===== config.mk =====
export PLATFORM = sky130hd
export DESIGN_NAME = aks_frame_pos
export DESIGN_NICKNAME = d
export VERILOG_FILES = /design/src/design/aks_pkg.sv /design/src/design/aks_frame_pos.sv
export SDC_FILE = /design/constraint.sdc
export NUM_CORES = 2
export LEC_CHECK = 0
export ABC_AREA = 1
export BUFFER_PORTS_ARGS = -buffer_cell sky130_fd_sc_hd__buf_2
export CORE_ASPECT_RATIO = 1.2
export CORE_MARGIN = 2
export CORE_UTILIZATION = 60
export DETAILED_ROUTE_END_ITERATION = 16
export HOLD_SLACK_MARGIN = 0.02
export PLACE_DENSITY = 0.89
export RECOVER_POWER = 50
export SETUP_SLACK_MARGIN = 0.05
export SLEW_MARGIN = 25
export SYNTH_ARGS = -nofsm -noshare
export SYNTH_HDL_FRONTEND = slang
export SYNTH_SLANG_ARGS = --single-unit
export TNS_END_PERCENT = 5

===== constraint.sdc =====
create_clock -name clk -period 18.7 [get_ports clk]
set_input_delay 1.87 -clock clk [delete_from_list [all_inputs] [get_ports clk]]
set_output_delay 1.87 -clock clk [all_outputs]
set_load 0.1 [all_outputs]

===== src/design/aks_pkg.sv =====
package aks_pkg;

  // keyframe index width; frame_count is taken modulo 2^FrameBits
  localparam int FrameBits = 16;
  // fraction bits of the normalized time (Q24.40 product)
  localparam int FracBits  = 40;

  localparam logic [1:0] ModeClamp  = 2'd0;
  localparam logic [1:0] ModeWrap   = 2'd1;
  localparam logic [1:0] ModeMirror = 2'd2;
  localparam logic [1:0] ModeUnused = 2'd3;

  typedef logic [FrameBits-1:0] frame_t;

  // per-word control carried down the pipe
  typedef struct packed {
    logic       neg;
    logic       le0;
    logic       ge_dur;
    logic [1:0] mode;
    logic [7:0] steps;
    frame_t     fc;
  } ctl_t;

  // normalized time
  typedef struct packed {
    ctl_t                ctl;
    logic [FracBits-1:0] frac;
    logic                ip_odd;
    logic                ip_ge1;
  } norm_t;

  // frames resolved, blend still raw
  typedef struct packed {
    logic        updated;
    frame_t      fr;
    frame_t      nx;
    logic        bl_zero;
    logic [7:0]  steps;
    logic [7:0]  k;
    logic [16:0] b0;
  } fpos_t;

endpackage


===== src/design/aks_frame_pos.sv =====
module aks_frame_pos (
  input  logic           clk,
  input  logic           rst,
  input  logic           in_valid,
  input  aks_pkg::norm_t in_norm,
  output logic           out_valid,
  output aks_pkg::fpos_t out_fpos
);

  localparam int PosBits = aks_pkg::FracBits + aks_pkg::FrameBits;

  // stage D: position = fraction * (F-1)
  logic                d_valid;
  aks_pkg::ctl_t       d_ctl;
  logic                d_ip_odd;
  logic                d_ip_ge1;
  logic [PosBits-1:0]  d_pos;
  aks_pkg::frame_t     fcm1_in;

  assign fcm1_in = in_norm.ctl.fc - 1'b1;

  always_ff @(posedge clk) begin
    if (rst) begin
      d_valid <= 1'b0;
    end else begin
      d_valid <= in_valid;
    end
    d_ctl    <= in_norm.ctl;
    d_ip_odd <= in_norm.ip_odd;
    d_ip_ge1 <= in_norm.ip_ge1;
    d_pos    <= PosBits'(in_norm.frac) * PosBits'(fcm1_in);
  end

  // stage E: frame pair, mode handling, quantizer step index
  aks_pkg::frame_t              key;
  aks_pkg::frame_t              fcm1;
  logic [aks_pkg::FracBits-1:0] lerp;
  logic [aks_pkg::FracBits:0]   v;
  logic [aks_pkg::FracBits+8:0] kp;
  aks_pkg::fpos_t               fp;

  assign key  = d_pos[PosBits-1 -: aks_pkg::FrameBits];
  assign lerp = d_pos[aks_pkg::FracBits-1:0];
  assign fcm1 = d_ctl.fc - 1'b1;
  assign v    = d_ctl.neg ? ({1'b1, {aks_pkg::FracBits{1'b0}}} - {1'b0, lerp})
                          : {1'b0, lerp};
  assign kp   = (aks_pkg::FracBits+9)'(v) * (aks_pkg::FracBits+9)'(d_ctl.steps);

  always_comb begin
    fp.updated = 1'b1;
    fp.fr      = key;
    fp.nx      = key + 1'b1;
    fp.bl_zero = 1'b0;
    fp.steps   = d_ctl.steps;
    fp.k       = kp[aks_pkg::FracBits+7:aks_pkg::FracBits];
    fp.b0      = v[aks_pkg::FracBits:aks_pkg::FracBits-16];
    if (d_ctl.fc == '0 || d_ctl.mode == aks_pkg::ModeUnused) begin
      fp.updated = 1'b0;
      fp.fr      = '0;
      fp.nx      = '0;
      fp.bl_zero = 1'b1;
    end else if (fcm1 == '0) begin
      fp.fr      = '0;
      fp.nx      = '0;
      fp.bl_zero = 1'b1;
    end else if (d_ctl.mode == aks_pkg::ModeClamp) begin
      if (d_ctl.le0) begin
        fp.fr      = '0;
        fp.nx      = '0;
        fp.bl_zero = 1'b1;
      end else if (d_ctl.ge_dur || d_ip_ge1) begin
        fp.fr      = fcm1;
        fp.nx      = fcm1;
        fp.bl_zero = 1'b1;
      end
    end else begin
      if (d_ctl.neg) begin
        fp.fr = key + 1'b1;
        fp.nx = key;
      end
      // odd period in mirror: play frames backward
      if (d_ctl.mode == aks_pkg::ModeMirror && d_ip_odd) begin
        fp.fr = fcm1 - fp.fr;
        fp.nx = fcm1 - fp.nx;
      end
    end
  end

  always_ff @(posedge clk) begin
    if (rst) begin
      out_valid <= 1'b0;
    end else begin
      out_valid <= d_valid;
    end
    out_fpos <= fp;
  end

endmodule


### Word level (Yosys, flattened, before mapping)

Index checks and enable logic that the tools add are counted.

* flip-flop bits (word level): 156
* latch bits: 0
* RAM bits: 0
* memory bits (read-only): 0
* output and inout port bits: 68
* logic and storage cells: 46
* memories kept: 0

* add/subtract/negate cells: 6
* multiply operators: 2
* div/mod/pow operators: 0
* magnitude comparators: 0
* eq/ne operators: 2
* shifts and indexed selects: 0
* muxes and demuxes: 11
* bitwise logic cells: 0
* reductions and logical operators: 7

Operators with widths (number)
* $mux W32: 6
* $mux W33: 2
* $mul A40 B16 Y56: 1
* $mul A41 B8 Y48: 1
* $mux W41: 1
* $sub A41 B40 Y41 const A: 1
* $logic_not A16 Y1: 2
* $sub A16 B1 Y16 const B: 2
* $sub A16 B16 Y16: 2
* $add A16 B1 Y16 const B: 1
* $eq A2 B2 Y1 const B: 2
* $logic_not A2 Y1: 1
* $logic_or A1 B1 Y1: 2
* $mux W1: 2
* $reduce_or A2 Y1: 1
* $logic_and A1 B1 Y1: 1

### Depth between registers and ports, before layout

* depth after elaboration: 8
* gate-level depth with buffers: 39

### Worst setup path after synthesis

OpenSTA, ideal clock, no wires.

* path type: in2reg
* start: input in_norm[42] in the netlist's numbering
* end: register d_pos[40]
* arrival: 8.135 ns
* required time: 18.628 ns
* path slack: 10.493 ns
* stages: 33
* path buffers: 4
* path through: inv_2 > clkbuf_1 > clkbuf_1 > ha_1 > nand2_1 > nor3_1 > or2_2 > nand2_1 > inv_1 > buf_2 > buf_2 > nand2_1 > fa_1 > inv_1 > fa_1 > inv_1 > fa_1 > inv_1 > fa_1 > fa_1 > inv_1 > fa_1 > inv_1 > ha_1 > nand2_1 > nor2_1 > inv_1 > nor2_1 > inv_1 > nor4_1 > nand3_1 > nand3_1 > xor2_1

* cells in the longest elaborated chain, start to end: 2

Ends and longest elaborated chain
* from (decl): line aks_frame_pos.sv:5 `input aks_pkg::norm_t in_norm,`
* $sub A16 B1 Y16: line aks_frame_pos.sv:20 `assign fcm1_in = in_norm.ctl.fc - 1'b1;`
* $mul A40 B16 Y56: line aks_frame_pos.sv:31 `d_pos <= PosBits'(in_norm.frac) * PosBits'(fcm1_in);`
* to (signal assigned): line aks_frame_pos.sv:31
* to (decl): line aks_frame_pos.sv:17 `logic [PosBits-1:0] d_pos;`

Every way passes these cells.
A chain may end at the register's enable or synchronous reset.

### Final worst setup path

* start: input in_norm[42] in the netlist's numbering
* end: register d_pos[25]

Same word-level chain as after synthesis.

==> results.txt <==
Starting Density = 60.6%
Post-Place Cells = 6145
worst setup margin = 8.08 ns
Routability Congestion = 1.03
clock-pin slew on the worst setup and hold paths = 0.08 ns
first-pass GRT wire length = 197000 microns
Avg Synthesized Cell Area = 7.35 sq um
minimum clock period = 10.62 ns
failing checks = capacitance limit, slew limit
Hold Buf Count CTS = 0
CTS Root Cell = clkbuf_16
Post-DP HPWL = 102000 microns
FF+latch count, synth = 156
Area Overhead vs Synth = 4.40%
DRT antenna net count = 0
routed via count = 35600
Mapped Cells = 5302
Clock Latency Late Sink = 0.48 ns
CP required = 19.04 ns
Routed WL per cell = 20.0 microns
CP Class = input port to register
slew at the pin closest to its max-slew limit = 3.44 ns
final setup violation count = 0
Final Cycle Share = 56.8%
Fin. Hold Viols = 0
max-cap violation count = 8
DRC = 0
Clock Sinks = 156
Min-Delay Path Class = register to register
initial antenna violation count = 1
Seq/Total Area, Yosys = 8.02%
routed wire length = 123000 microns
CP max FO = 25
yosys warns = 0
Rows = 102
CP peak stage delay = 1.21 ns
Max Slew Vio Count = 365
Slew HR = -129%
nature of the critical path endpoint = register
port buffer count = 141
CTS tree = done
status = complete, but fails checks
RSZ-0062 raised after global routing = no
Mapped Area = 38900 sq um
vias in the first global route = 37800
Die Y = 283 microns
CP max-delay cell = clkbuf_1
DRT iter0 DRCs = 3260
Crit Reg-Reg Startpoint = d_ctl[28]
hold path start = d_valid
share of layout cells above drive strength 1 = 3.76%
TritonRoute pass-1 iters = 9
vias per inst = 5.76
Die W = 237 microns
Achievable Freq = 0.0942 GHz
Clock Skews = 0.0206 ns
largest net degree at the start of global routing = 79
GRT Overall Usage = 37.7%
global route overflow = 0
final setup TNS = 0 ns
post-layout util = 63.2%
Place WS = 8.86 ns
Die ar. = 67000 sq um
Post-CTS Repair Setup Buffers = 0
Synth async-reset ratio = 0%
Cell variety after synth = 56
# diodes = 0
Core Box Area = 64300 sq um
Worst setup SP type = input port
H-Tree Depth = 4
CP Data Arrival Time = 10.96 ns
post-cts repair resize count = 0
top_reg_cell synth = dfxtp_1
Worst Setup SP = in_norm[42]
Post-synth EDFFs = 0
Clock Path Buffers = 2
Nets = 6397
Synthesized Nets = 6367
io pins = 142
final non-filler cell total = 6177
CTS Buf Count = 17
==> per-layer routing <==
metal	global-route usage [%]	wire [microns]	up-vias
met1	43.1	42500	17200
met3	4.97	10300	600
met2	65.6	60500	2059
met5	0	14	-
met4	26.1	10100	2
li1	-	-	15800
==> area by class of cell <==
cell class | count | area, sq um
inverter | 1162 | 4360
sequential | 156 | 3120
multi-input combinational | 3827 | 30700
clock buffer | 17 | 425
timing repair buffer | 168 | 800
clock inverter | 15 | 185
fill | 5710 | 23700
tap | 832 | 1040
==> per-stage QoR <==
stage,instance area [sq um],hold slack (ns)
after floorplan,38900,0.329
after global placement,40200,0.391
after detailed placement,40200,0.397
after CTS,40800,0.407
after global routing,40700,0.455
final,40700,0.406
==> path summary, 6_finish.rpt <==
kind | to | slack [ns] | cells after the start
setup reg to reg | out_fpos[18] | 9.42 | 21
hold / removal | out_valid | 0.41 | 2
setup / recovery | d_pos[25] | 8.08 | 28
hold reg to reg | out_valid | 0.41 | 2
==> synthesized netlist by cell type, types with 13 or more instances <==
library cell  count  area, sq um
xnor2_1          17          149
inv_1          1140         4280
dfxtp_1         156         3120
or2_2            16          100
nand4_1          43          269
nand3_1         169          846
nor4_1           13         81.3
inv_2            13         48.8
xor2_1           75          657
nand2_1        1344         5040
nor2_1          644         2420
a21oi_1         171          856
o21ai_0         130          651
a21o_1           25          188
fa_1            764        15300
ha_1            227         2840
buf_2            29          145
nor3_1           48          240
o21bai_1         18          135
clkbuf_1        109          409
o211ai_1         17          128
==> layout by cell type (no fill, tap or decap), types with 3 or more instances in the layout <==
master and instances:
nand2_1 1347, inv_1 1141, fa_1 764, nor2_1 647, ha_1 227, a21oi_1 171
nand3_1 169, dfxtp_1 156, o21ai_0 132, xor2_1 78, buf_2 78, clkbuf_1 71
nor3_1 48, nand4_1 43, a21o_1 25, buf_4 19, o21bai_1 18, xnor2_1 17
o211ai_1 17, clkbuf_16 17, or2_2 16, nor4_1 13, inv_2 12, o21a_1 11
a21oi_2 11, and2_1 9, nor2_2 8, clkinv_1 8, a31oi_1 8, nand3b_1 7
a21boi_0 7, nand2_2 5, clkinv_8 5, inv_8 4, nand3_2 3, a211oi_1 3
xor2_2 3, inv_6 3
==> sequential cells by signal (all words and copies together), names as in the netlist <==
register   cells
out_valid      1
d_pos         56
out_fpos      67
d_valid        1
d_ip_odd       1
d_ctl         29
d_ip_ge1       1
==> worst max-delay path: cells and delay by family <==
family	cells	cell delay, ns
and+or+nand+nor	9	1.42
xor gates and xnor gates	1	0.36
AOI/OAI and AO/OA	1	0.25
buffers and inverters	9	3.15
adders and majority gates	8	3.90
==> logic make-up after synthesis <==
logic type                 count (synthesis)  synth area share (%)
AOI/OAI and AO/OA                        411                  6.03
xor gates and xnor gates                  98                  2.32
adders and majority gates                991                  46.6
buffers and inverters                   1319                  13.0
DFF                                      156                  8.02
and+or+nand+nor                         2327                  24.1
Power is left out: the tool's default activity adds up to more than one toggle a clock period on the data nets, which glitch-free logic cannot reach.
