--- src/design/aks_pkg.sv ---
package aks_pkg;

  // keyframe index width; frame_count is taken modulo 2^FrameBits
  localparam int FrameBits = 16;
  // fraction bits of the normalized time (Q24.40 product)
  localparam int FracBits  = 40;

  localparam logic [1:0] ModeClamp  = 2'd0;
  localparam logic [1:0] ModeWrap   = 2'd1;
  localparam logic [1:0] ModeMirror = 2'd2;
  localparam logic [1:0] ModeUnused = 2'd3;

  typedef logic [FrameBits-1:0] frame_t;

  // per-word control carried down the pipe
  typedef struct packed {
    logic       neg;
    logic       le0;
    logic       ge_dur;
    logic [1:0] mode;
    logic [7:0] steps;
    frame_t     fc;
  } ctl_t;

  // normalized time
  typedef struct packed {
    ctl_t                ctl;
    logic [FracBits-1:0] frac;
    logic                ip_odd;
    logic                ip_ge1;
  } norm_t;

  // frames resolved, blend still raw
  typedef struct packed {
    logic        updated;
    frame_t      fr;
    frame_t      nx;
    logic        bl_zero;
    logic [7:0]  steps;
    logic [7:0]  k;
    logic [16:0] b0;
  } fpos_t;

endpackage

--- src/design/aks_time_norm.sv ---
module aks_time_norm (
  input  logic                clk,
  input  logic                rst,
  input  logic                in_valid,
  input  logic signed [31:0]  timeline,
  input  logic [1:0]          play_mode,
  input  logic [7:0]          quantize_steps,
  input  logic [15:0]         frame_count,
  input  logic [31:0]         duration,
  input  logic [31:0]         duration_reciprocal,
  output logic                out_valid,
  output aks_pkg::norm_t      out_norm
);

  logic [31:0] raw;
  logic        neg;
  logic [aks_pkg::FrameBits+15:0] fc_ext;
  aks_pkg::ctl_t ctl_in;

  assign raw    = timeline;
  assign neg    = raw[31];
  assign fc_ext = {{aks_pkg::FrameBits{1'b0}}, frame_count};

  always_comb begin
    ctl_in.neg    = neg;
    ctl_in.le0    = neg || (raw == 32'd0);
    ctl_in.ge_dur = !neg && (raw >= duration);
    ctl_in.mode   = play_mode;
    ctl_in.steps  = quantize_steps;
    ctl_in.fc     = fc_ext[aks_pkg::FrameBits-1:0];
  end

  // stage A: magnitude and compares
  logic          a_valid;
  aks_pkg::ctl_t a_ctl;
  logic [31:0]   a_mag;
  logic [31:0]   a_rcp;

  always_ff @(posedge clk) begin
    if (rst) begin
      a_valid <= 1'b0;
    end else begin
      a_valid <= in_valid;
    end
    a_ctl <= ctl_in;
    a_mag <= neg ? (~raw + 32'd1) : raw;
    a_rcp <= duration_reciprocal;
  end

  // stage B: |t| * 1/duration
  logic          b_valid;
  aks_pkg::ctl_t b_ctl;
  logic [63:0]   b_prod;

  always_ff @(posedge clk) begin
    if (rst) begin
      b_valid <= 1'b0;
    end else begin
      b_valid <= a_valid;
    end
    b_ctl  <= a_ctl;
    b_prod <= 64'(a_mag) * 64'(a_rcp);
  end

  // stage C: fractional part, reversed for negative time
  logic [aks_pkg::FracBits-1:0] fm;
  assign fm = b_prod[aks_pkg::FracBits-1:0];

  always_ff @(posedge clk) begin
    if (rst) begin
      out_valid <= 1'b0;
    end else begin
      out_valid <= b_valid;
    end
    out_norm.ctl    <= b_ctl;
    out_norm.frac   <= b_ctl.neg ? (~fm + 1'b1) : fm;
    out_norm.ip_odd <= b_prod[aks_pkg::FracBits];
    out_norm.ip_ge1 <= |b_prod[63:aks_pkg::FracBits];
  end

endmodule

--- config.mk ---
export PLATFORM = sky130hd
export DESIGN_NAME = aks_time_norm
export DESIGN_NICKNAME = d
export VERILOG_FILES = /design/src/design/aks_pkg.sv /design/src/design/aks_time_norm.sv
export SDC_FILE = /design/constraint.sdc
export NUM_CORES = 2
export LEC_CHECK = 0
export BUFFER_PORTS_ARGS = -buffer_cell sky130_fd_sc_hd__buf_2
export CORE_UTILIZATION = 55
export DETAILED_ROUTE_END_ITERATION = 12
export PLACE_DENSITY = 0.73
export SYNTH_ARGS = -nofsm -noshare
export SYNTH_HDL_FRONTEND = slang
export SYNTH_SLANG_ARGS = --single-unit
export TNS_END_PERCENT = 100
--- constraint.sdc ---
create_clock -name clk -period 14.38 [get_ports clk]
set_input_delay 1.438 -clock clk [delete_from_list [all_inputs] [get_ports clk]]
set_output_delay 1.438 -clock clk [all_outputs]
set_load 0.02 [all_outputs]
## Word-level counts from Yosys, hierarchy flattened

Cells that the tools add are included.
Widths: inputs -> output; s select.

- Output and inout port bits: 72
- Input bits: 125
- Register bits after elaboration: 260
- Word-level logic and storage cells: 41

- Add/sub/neg operators: 2
- Bitwise gates (word level): 2
- Reduce and logical (&&, ||, !) cells: 5
- Multipliers: 1
- Muxes and demuxes: 2
- Magnitude comparators: 1

Operators with widths:

| cell | count |
|---|---|
| $mul 32x32->64 | 1 |
| $add 40x1->40 const B | 1 |
| $mux 40 | 1 |
| $not 40->40 | 1 |
| $add 32x1->32 const B | 1 |
| $ge 32x32->1 | 1 |
| $logic_not 32->1 | 1 |
| $not 32->32 | 1 |
| $mux 31 | 1 |
| $reduce_or 24->1 | 1 |
| $logic_and 1x1->1 | 1 |
| $logic_not 1->1 | 1 |
| $logic_or 1x1->1 | 1 |

## Longest topological paths before layout

- Word-level depth: 3
- Depth in mapped cells: 30

## Least setup slack after synthesis

Ideal clock, no wire load.

- Kind: register to register
- From: reg a_rcp[9]
- To: reg b_prod[57]
- Slack: 7238 ps
- Stages on the path, launching flop included: 25
- Buffers on the path: 2
- Period minus slack after synthesis: 7142 ps
- Arrival: 7019 ps
- Path through: dfxtp_1 clkbuf_1 and2_1 fa_1 fa_1 inv_1 fa_1 fa_1 fa_1 inv_1 fa_1 fa_1 fa_1 ha_1 buf_2 a21oi_1 o21ai_0 or2_1 nor4_2 o21ai_1 a211oi_1 o21ai_1 a21oi_1 o21ai_1 xor2_1

- Cells in the longest elaborated chain, start to end: 1

Ends and longest elaborated chain:

| what | line | source |
|---|---|---|
| start: declaration | aks_time_norm.sv:37 | `logic [31:0] a_rcp;` |
| start signal: assignment | aks_time_norm.sv:47 | `a_rcp <= duration_reciprocal;` |
| $mul 32x32->64 | aks_time_norm.sv:62 | `b_prod <= 64'(a_mag) * 64'(a_rcp);` |
| end signal: assignment | aks_time_norm.sv:62 |  |
| end: declaration | aks_time_norm.sv:53 | `logic [63:0] b_prod;` |

No other way between the ends.
A chain may end at the register's enable or synchronous reset.

## Final worst setup path

- From: reg a_rcp[18]
- To: reg b_prod[57]

The elaborated chain is that of the path after synthesis.

==> metrics.txt <==
# TYPE chip_impl_metric gauge
chip_impl_info{name="outcome",value="finished with violations"} 1
chip_impl_info{name="violations",value="design-rule violations"} 1
chip_impl_metric{name="drt_pre_antenna_iters",unit=""} 10
chip_impl_metric{name="setup_viol",unit=""} 0
chip_impl_metric{name="drt-vias-per-instance",unit=""} 5.49
chip_impl_metric{name="wire_length_of_the_first_global_routing_pass",unit="um"} 169000
chip_impl_metric{name="normalized_max_slew_margin",unit="%"} 35.6
chip_impl_metric{name="maximum_frequency_from_static_timing_analysis",unit="GHz"} 0.120
chip_impl_metric{name="final_layout_size_suffix_gt1_share",unit="%"} 7.70
chip_impl_metric{name="fillers",unit=""} 6344
chip_impl_metric{name="worst_pin_slew",unit="ps"} 966
chip_impl_metric{name="post_route_setup_tns",unit="ps"} 0
chip_impl_metric{name="cts.repair.resized",unit=""} 0
chip_impl_info{name="ctsRootBufferMaster",value="sky130_fd_sc_hd__clkbuf_16"} 1
chip_impl_metric{name="numPortBuffers",unit=""} 196
chip_impl_metric{name="wl_per_cell",unit="um"} 19.9
chip_impl_metric{name="cp_data_required_time",unit="ps"} 14850
chip_impl_metric{name="die-height",unit="um"} 274
chip_impl_metric{name="drt-total-wl",unit="um"} 106000
chip_impl_metric{name="worst-path-max-fanout",unit=""} 32
chip_impl_info{name="most_frequent_cell_on_the_critical_path",value="sky130_fd_sc_hd__fa_1"} 1
chip_impl_metric{name="synth_fp_nets",unit=""} 5581
chip_impl_info{name="crit_path_start_kind",value="flop"} 1
chip_impl_metric{name="layout-area-overhead-vs-synth",unit="%"} 6.71
chip_impl_metric{name="maxCapViolations",unit=""} 0
chip_impl_metric{name="coreArea",unit="sq um"} 73100
chip_impl_metric{name="critPathArrivalTime",unit="ps"} 8810
chip_impl_metric{name="top_level_ports",unit=""} 197
chip_impl_metric{name="layout_skew",unit="ps"} 57.1
chip_impl_metric{name="tritoncts.num_buffers",unit=""} 29
chip_impl_metric{name="antenna_found_initial",unit=""} 4
chip_impl_info{name="setup.worst_path.end_class",value="flop"} 1
chip_impl_info{name="cp_cell_sequence",value="nand2_1, fa_1, inv_1, fa_1, inv_1, fa_1, fa_1, fa_1, inv_1, fa_1, fa_1, fa_1, ha_1, a21oi_1, o21ai_0, or2_1, nor4_2, o21ai_1, a211oi_1, o21ai_1, a21oi_1, o21ai_1, xor2_1"} 1
chip_impl_metric{name="postSynthAreaPerCell",unit="sq um"} 9.53
chip_impl_metric{name="clk_transition_reported_paths",unit="ps"} 70
chip_impl_metric{name="met2RoutedLength",unit="um"} 53000
chip_impl_metric{name="grt_start_max_net_pins",unit=""} 41
chip_impl_metric{name="effective_utilization_at_floorplan",unit="%"} 55.6
chip_impl_metric{name="grt_remaining_overflow",unit=""} 0
chip_impl_metric{name="synth-edff-count",unit=""} 0
chip_impl_metric{name="insertion_delay_of_the_later_clocked_pin_in_the_worst_skew_pair",unit="ps"} 630
chip_impl_metric{name="finalHoldViolCount",unit=""} 0
chip_impl_metric{name="post-route-drc-count",unit=""} 44
chip_impl_info{name="timing_worst_setup_path_type",value="reg2reg"} 1
chip_impl_metric{name="hpwlAfterDp",unit="um"} 79200
chip_impl_metric{name="ys_async_sr_fraction",unit="%"} 0
chip_impl_info{name="tritoncts",value="yes"} 1
chip_impl_metric{name="postCtsHoldBufs",unit=""} 0
chip_impl_metric{name="drt-initial-drc-count",unit=""} 1910
chip_impl_metric{name="crit_path_max_incr_delay",unit="ps"} 960
chip_impl_metric{name="final_net_count",unit=""} 5635
chip_impl_info{name="worst_hold_path_type",value="reg2reg"} 1
chip_impl_metric{name="route.met3.wl",unit="um"} 7470
chip_impl_info{name="topRoutingLayerUsed",value="met4"} 1
chip_impl_metric{name="grtUsageTotal",unit="%"} 29.2
chip_impl_metric{name="pins_over_their_slew_limit",unit=""} 0
chip_impl_metric{name="netlist_instances",unit=""} 4263
chip_impl_metric{name="route.layer.met1.wl",unit="um"} 38800
chip_impl_metric{name="ys_warn_count",unit=""} 0
chip_impl_metric{name="floorplan.rows",unit=""} 99
chip_impl_metric{name="die_x",unit="um"} 274
chip_impl_metric{name="post_route_antenna_net_violation_count",unit=""} 0
chip_impl_metric{name="layout_min_cycle_time",unit="ps"} 8340
chip_impl_metric{name="final_min_period_over_clock_period",unit="%"} 58.0
chip_impl_metric{name="synth_seq_area_share",unit="%"} 12.8
chip_impl_metric{name="ys_types",unit=""} 69
chip_impl_metric{name="synthesis_stage_register_bit_count",unit=""} 260
chip_impl_metric{name="post_cts.repair.setup_buffers",unit=""} 0
chip_impl_metric{name="die_area",unit="sq um"} 75000
chip_impl_metric{name="cts.sink_count",unit=""} 260
chip_impl_info{name="flip_flop_cell_with_the_highest_count_after_synthesis",value="sky130_fd_sc_hd__dfxtp_1"} 1
chip_impl_metric{name="cts_max_path_buffers",unit=""} 3
chip_impl_metric{name="grt_pass1_vias",unit=""} 31510
chip_impl_metric{name="gp_congestion",unit=""} 0.927
chip_impl_info{name="critical_path.slowest_cell",value="sky130_fd_sc_hd__dfxtp_2"} 1
chip_impl_metric{name="clock_tree.htree_level_count",unit=""} 1
chip_impl_metric{name="syn_area",unit="sq um"} 40600
chip_impl_info{name="rsz_0062_raised_after_global_routing",value="false"} 1
chip_impl_metric{name="via_count",unit=""} 29110
[sequential cells by signal, summed over array words and instances (netlist names)]
name       flops
out_norm      71
b_prod        64
a_mag         32
a_rcp         32
a_ctl         29
b_ctl         29
a_valid        1
b_valid        1
out_valid      1
[critical path, delay by kind of cell, from the launching register on]
kind            cells  cell delay, ps
buf+inv             3             220
fa+ha+maj           9            4150
simple gates        3             980
flops               1             960
xor+xnor            1             150
compound gates      7            1700
[kinds of logic (layout without fill, tap and decap cells)]
family | count (synthesis) | count (layout) | share of synthesized area (%)
fa+ha+maj | 1193 | 1193 | 53.3
compound gates | 285 | 285 | 4.38
other cells | 0 | 1 | 0
simple gates | 1297 | 1297 | 16.5
mux | 2 | 2 | 0.0523
flops | 260 | 260 | 12.8
xor+xnor | 129 | 129 | 2.78
buf+inv | 1097 | 1173 | 10.2
[synthesized netlist by cell type, types with 12 or more instances]
cell | count | area (sq um)
sky130_fd_sc_hd__clkbuf_1 | 217 | 815
sky130_fd_sc_hd__nand3_1 | 20 | 100
sky130_fd_sc_hd__xor2_1 | 27 | 236
sky130_fd_sc_hd__nand2_1 | 530 | 1990
sky130_fd_sc_hd__nor2b_1 | 16 | 100
sky130_fd_sc_hd__a21o_1 | 33 | 248
sky130_fd_sc_hd__nand4_1 | 28 | 175
sky130_fd_sc_hd__dfxtp_1 | 260 | 5200
sky130_fd_sc_hd__o31ai_1 | 24 | 180
sky130_fd_sc_hd__or3_1 | 12 | 75.1
sky130_fd_sc_hd__o21ai_0 | 62 | 310
sky130_fd_sc_hd__nand2b_1 | 18 | 113
sky130_fd_sc_hd__ha_1 | 297 | 3720
sky130_fd_sc_hd__and2_1 | 574 | 3590
sky130_fd_sc_hd__a21oi_1 | 88 | 440
sky130_fd_sc_hd__nor3_1 | 15 | 75.1
sky130_fd_sc_hd__nor2_1 | 38 | 143
sky130_fd_sc_hd__fa_1 | 896 | 17900
sky130_fd_sc_hd__xnor2_1 | 102 | 893
sky130_fd_sc_hd__inv_1 | 868 | 3260
[layout make-up]
type | instances | area [sq um] | area share, %
multi-input combinational | 2906 | 31300 | 72.2
sequential | 260 | 5230 | 12.0
inverter | 869 | 3260 | 7.52
timing repair buffer | 251 | 1390 | 3.21
tap | 959 | 1200 | 2.77
clock buffer | 33 | 771 | 1.78
clock inverter | 20 | 208 | 0.479
antenna | 1 | 2.50 | 0.00577
[per-stage QoR]
step                      cells  setup slack (ps)  util (%)  area, sq um  hold slack (ps)
after floorplan            4263              7240         -        40600              310
after global placement     5245              6320      58.0        42400              310
after detailed placement   5245              6190      58.0        42400              312
after CTS                  5298              6160      59.3        43400              326
after global routing       5298              5640      59.3        43400              328
final                      5299              6040      59.3        43400              324
[placed cells by master, fill, tap and decap left out, types with 27 or more instances in the layout]
| master | Yosys | routed |
|---|---|---|
| sky130_fd_sc_hd__a21o_1 | 33 | 33 |
| sky130_fd_sc_hd__a21oi_1 | 88 | 88 |
| sky130_fd_sc_hd__nand4_1 | 28 | 28 |
| sky130_fd_sc_hd__dfxtp_1 | 260 | 244 |
| sky130_fd_sc_hd__ha_1 | 297 | 297 |
| sky130_fd_sc_hd__xor2_1 | 27 | 27 |
| sky130_fd_sc_hd__fa_1 | 896 | 896 |
| sky130_fd_sc_hd__nor2_1 | 38 | 38 |
| sky130_fd_sc_hd__o21ai_0 | 62 | 62 |
| sky130_fd_sc_hd__nand2_1 | 530 | 530 |
| sky130_fd_sc_hd__clkbuf_16 | 0 | 29 |
| sky130_fd_sc_hd__buf_2 | 9 | 196 |
| sky130_fd_sc_hd__xnor2_1 | 102 | 102 |
| sky130_fd_sc_hd__inv_1 | 868 | 868 |
| sky130_fd_sc_hd__buf_4 | 0 | 55 |
| sky130_fd_sc_hd__and2_1 | 574 | 574 |
[layer usage]
metal	vias to the layer above	global-route usage, %
li1	12721	-
met1	14825	35.0
met2	1204	50.8
met3	360	4.37
met4	0	15.2
met5	-	0
[final timing paths]
| path | start | end | slack [ps] | cells after the start |
|---|---|---|---|---|
| setup / recovery | a_rcp[18] | b_prod[57] | 6040 | 23 |
| setup reg to reg | a_rcp[18] | b_prod[57] | 6040 | 23 |
| hold / removal | a_ctl[23] | b_ctl[23] | 320 | 0 |
| hold reg to reg | a_ctl[23] | b_ctl[23] | 320 | 0 |
Power is left out: the tool's default activity adds up to more than one toggle a clock period on the data nets, which glitch-free logic cannot reach.
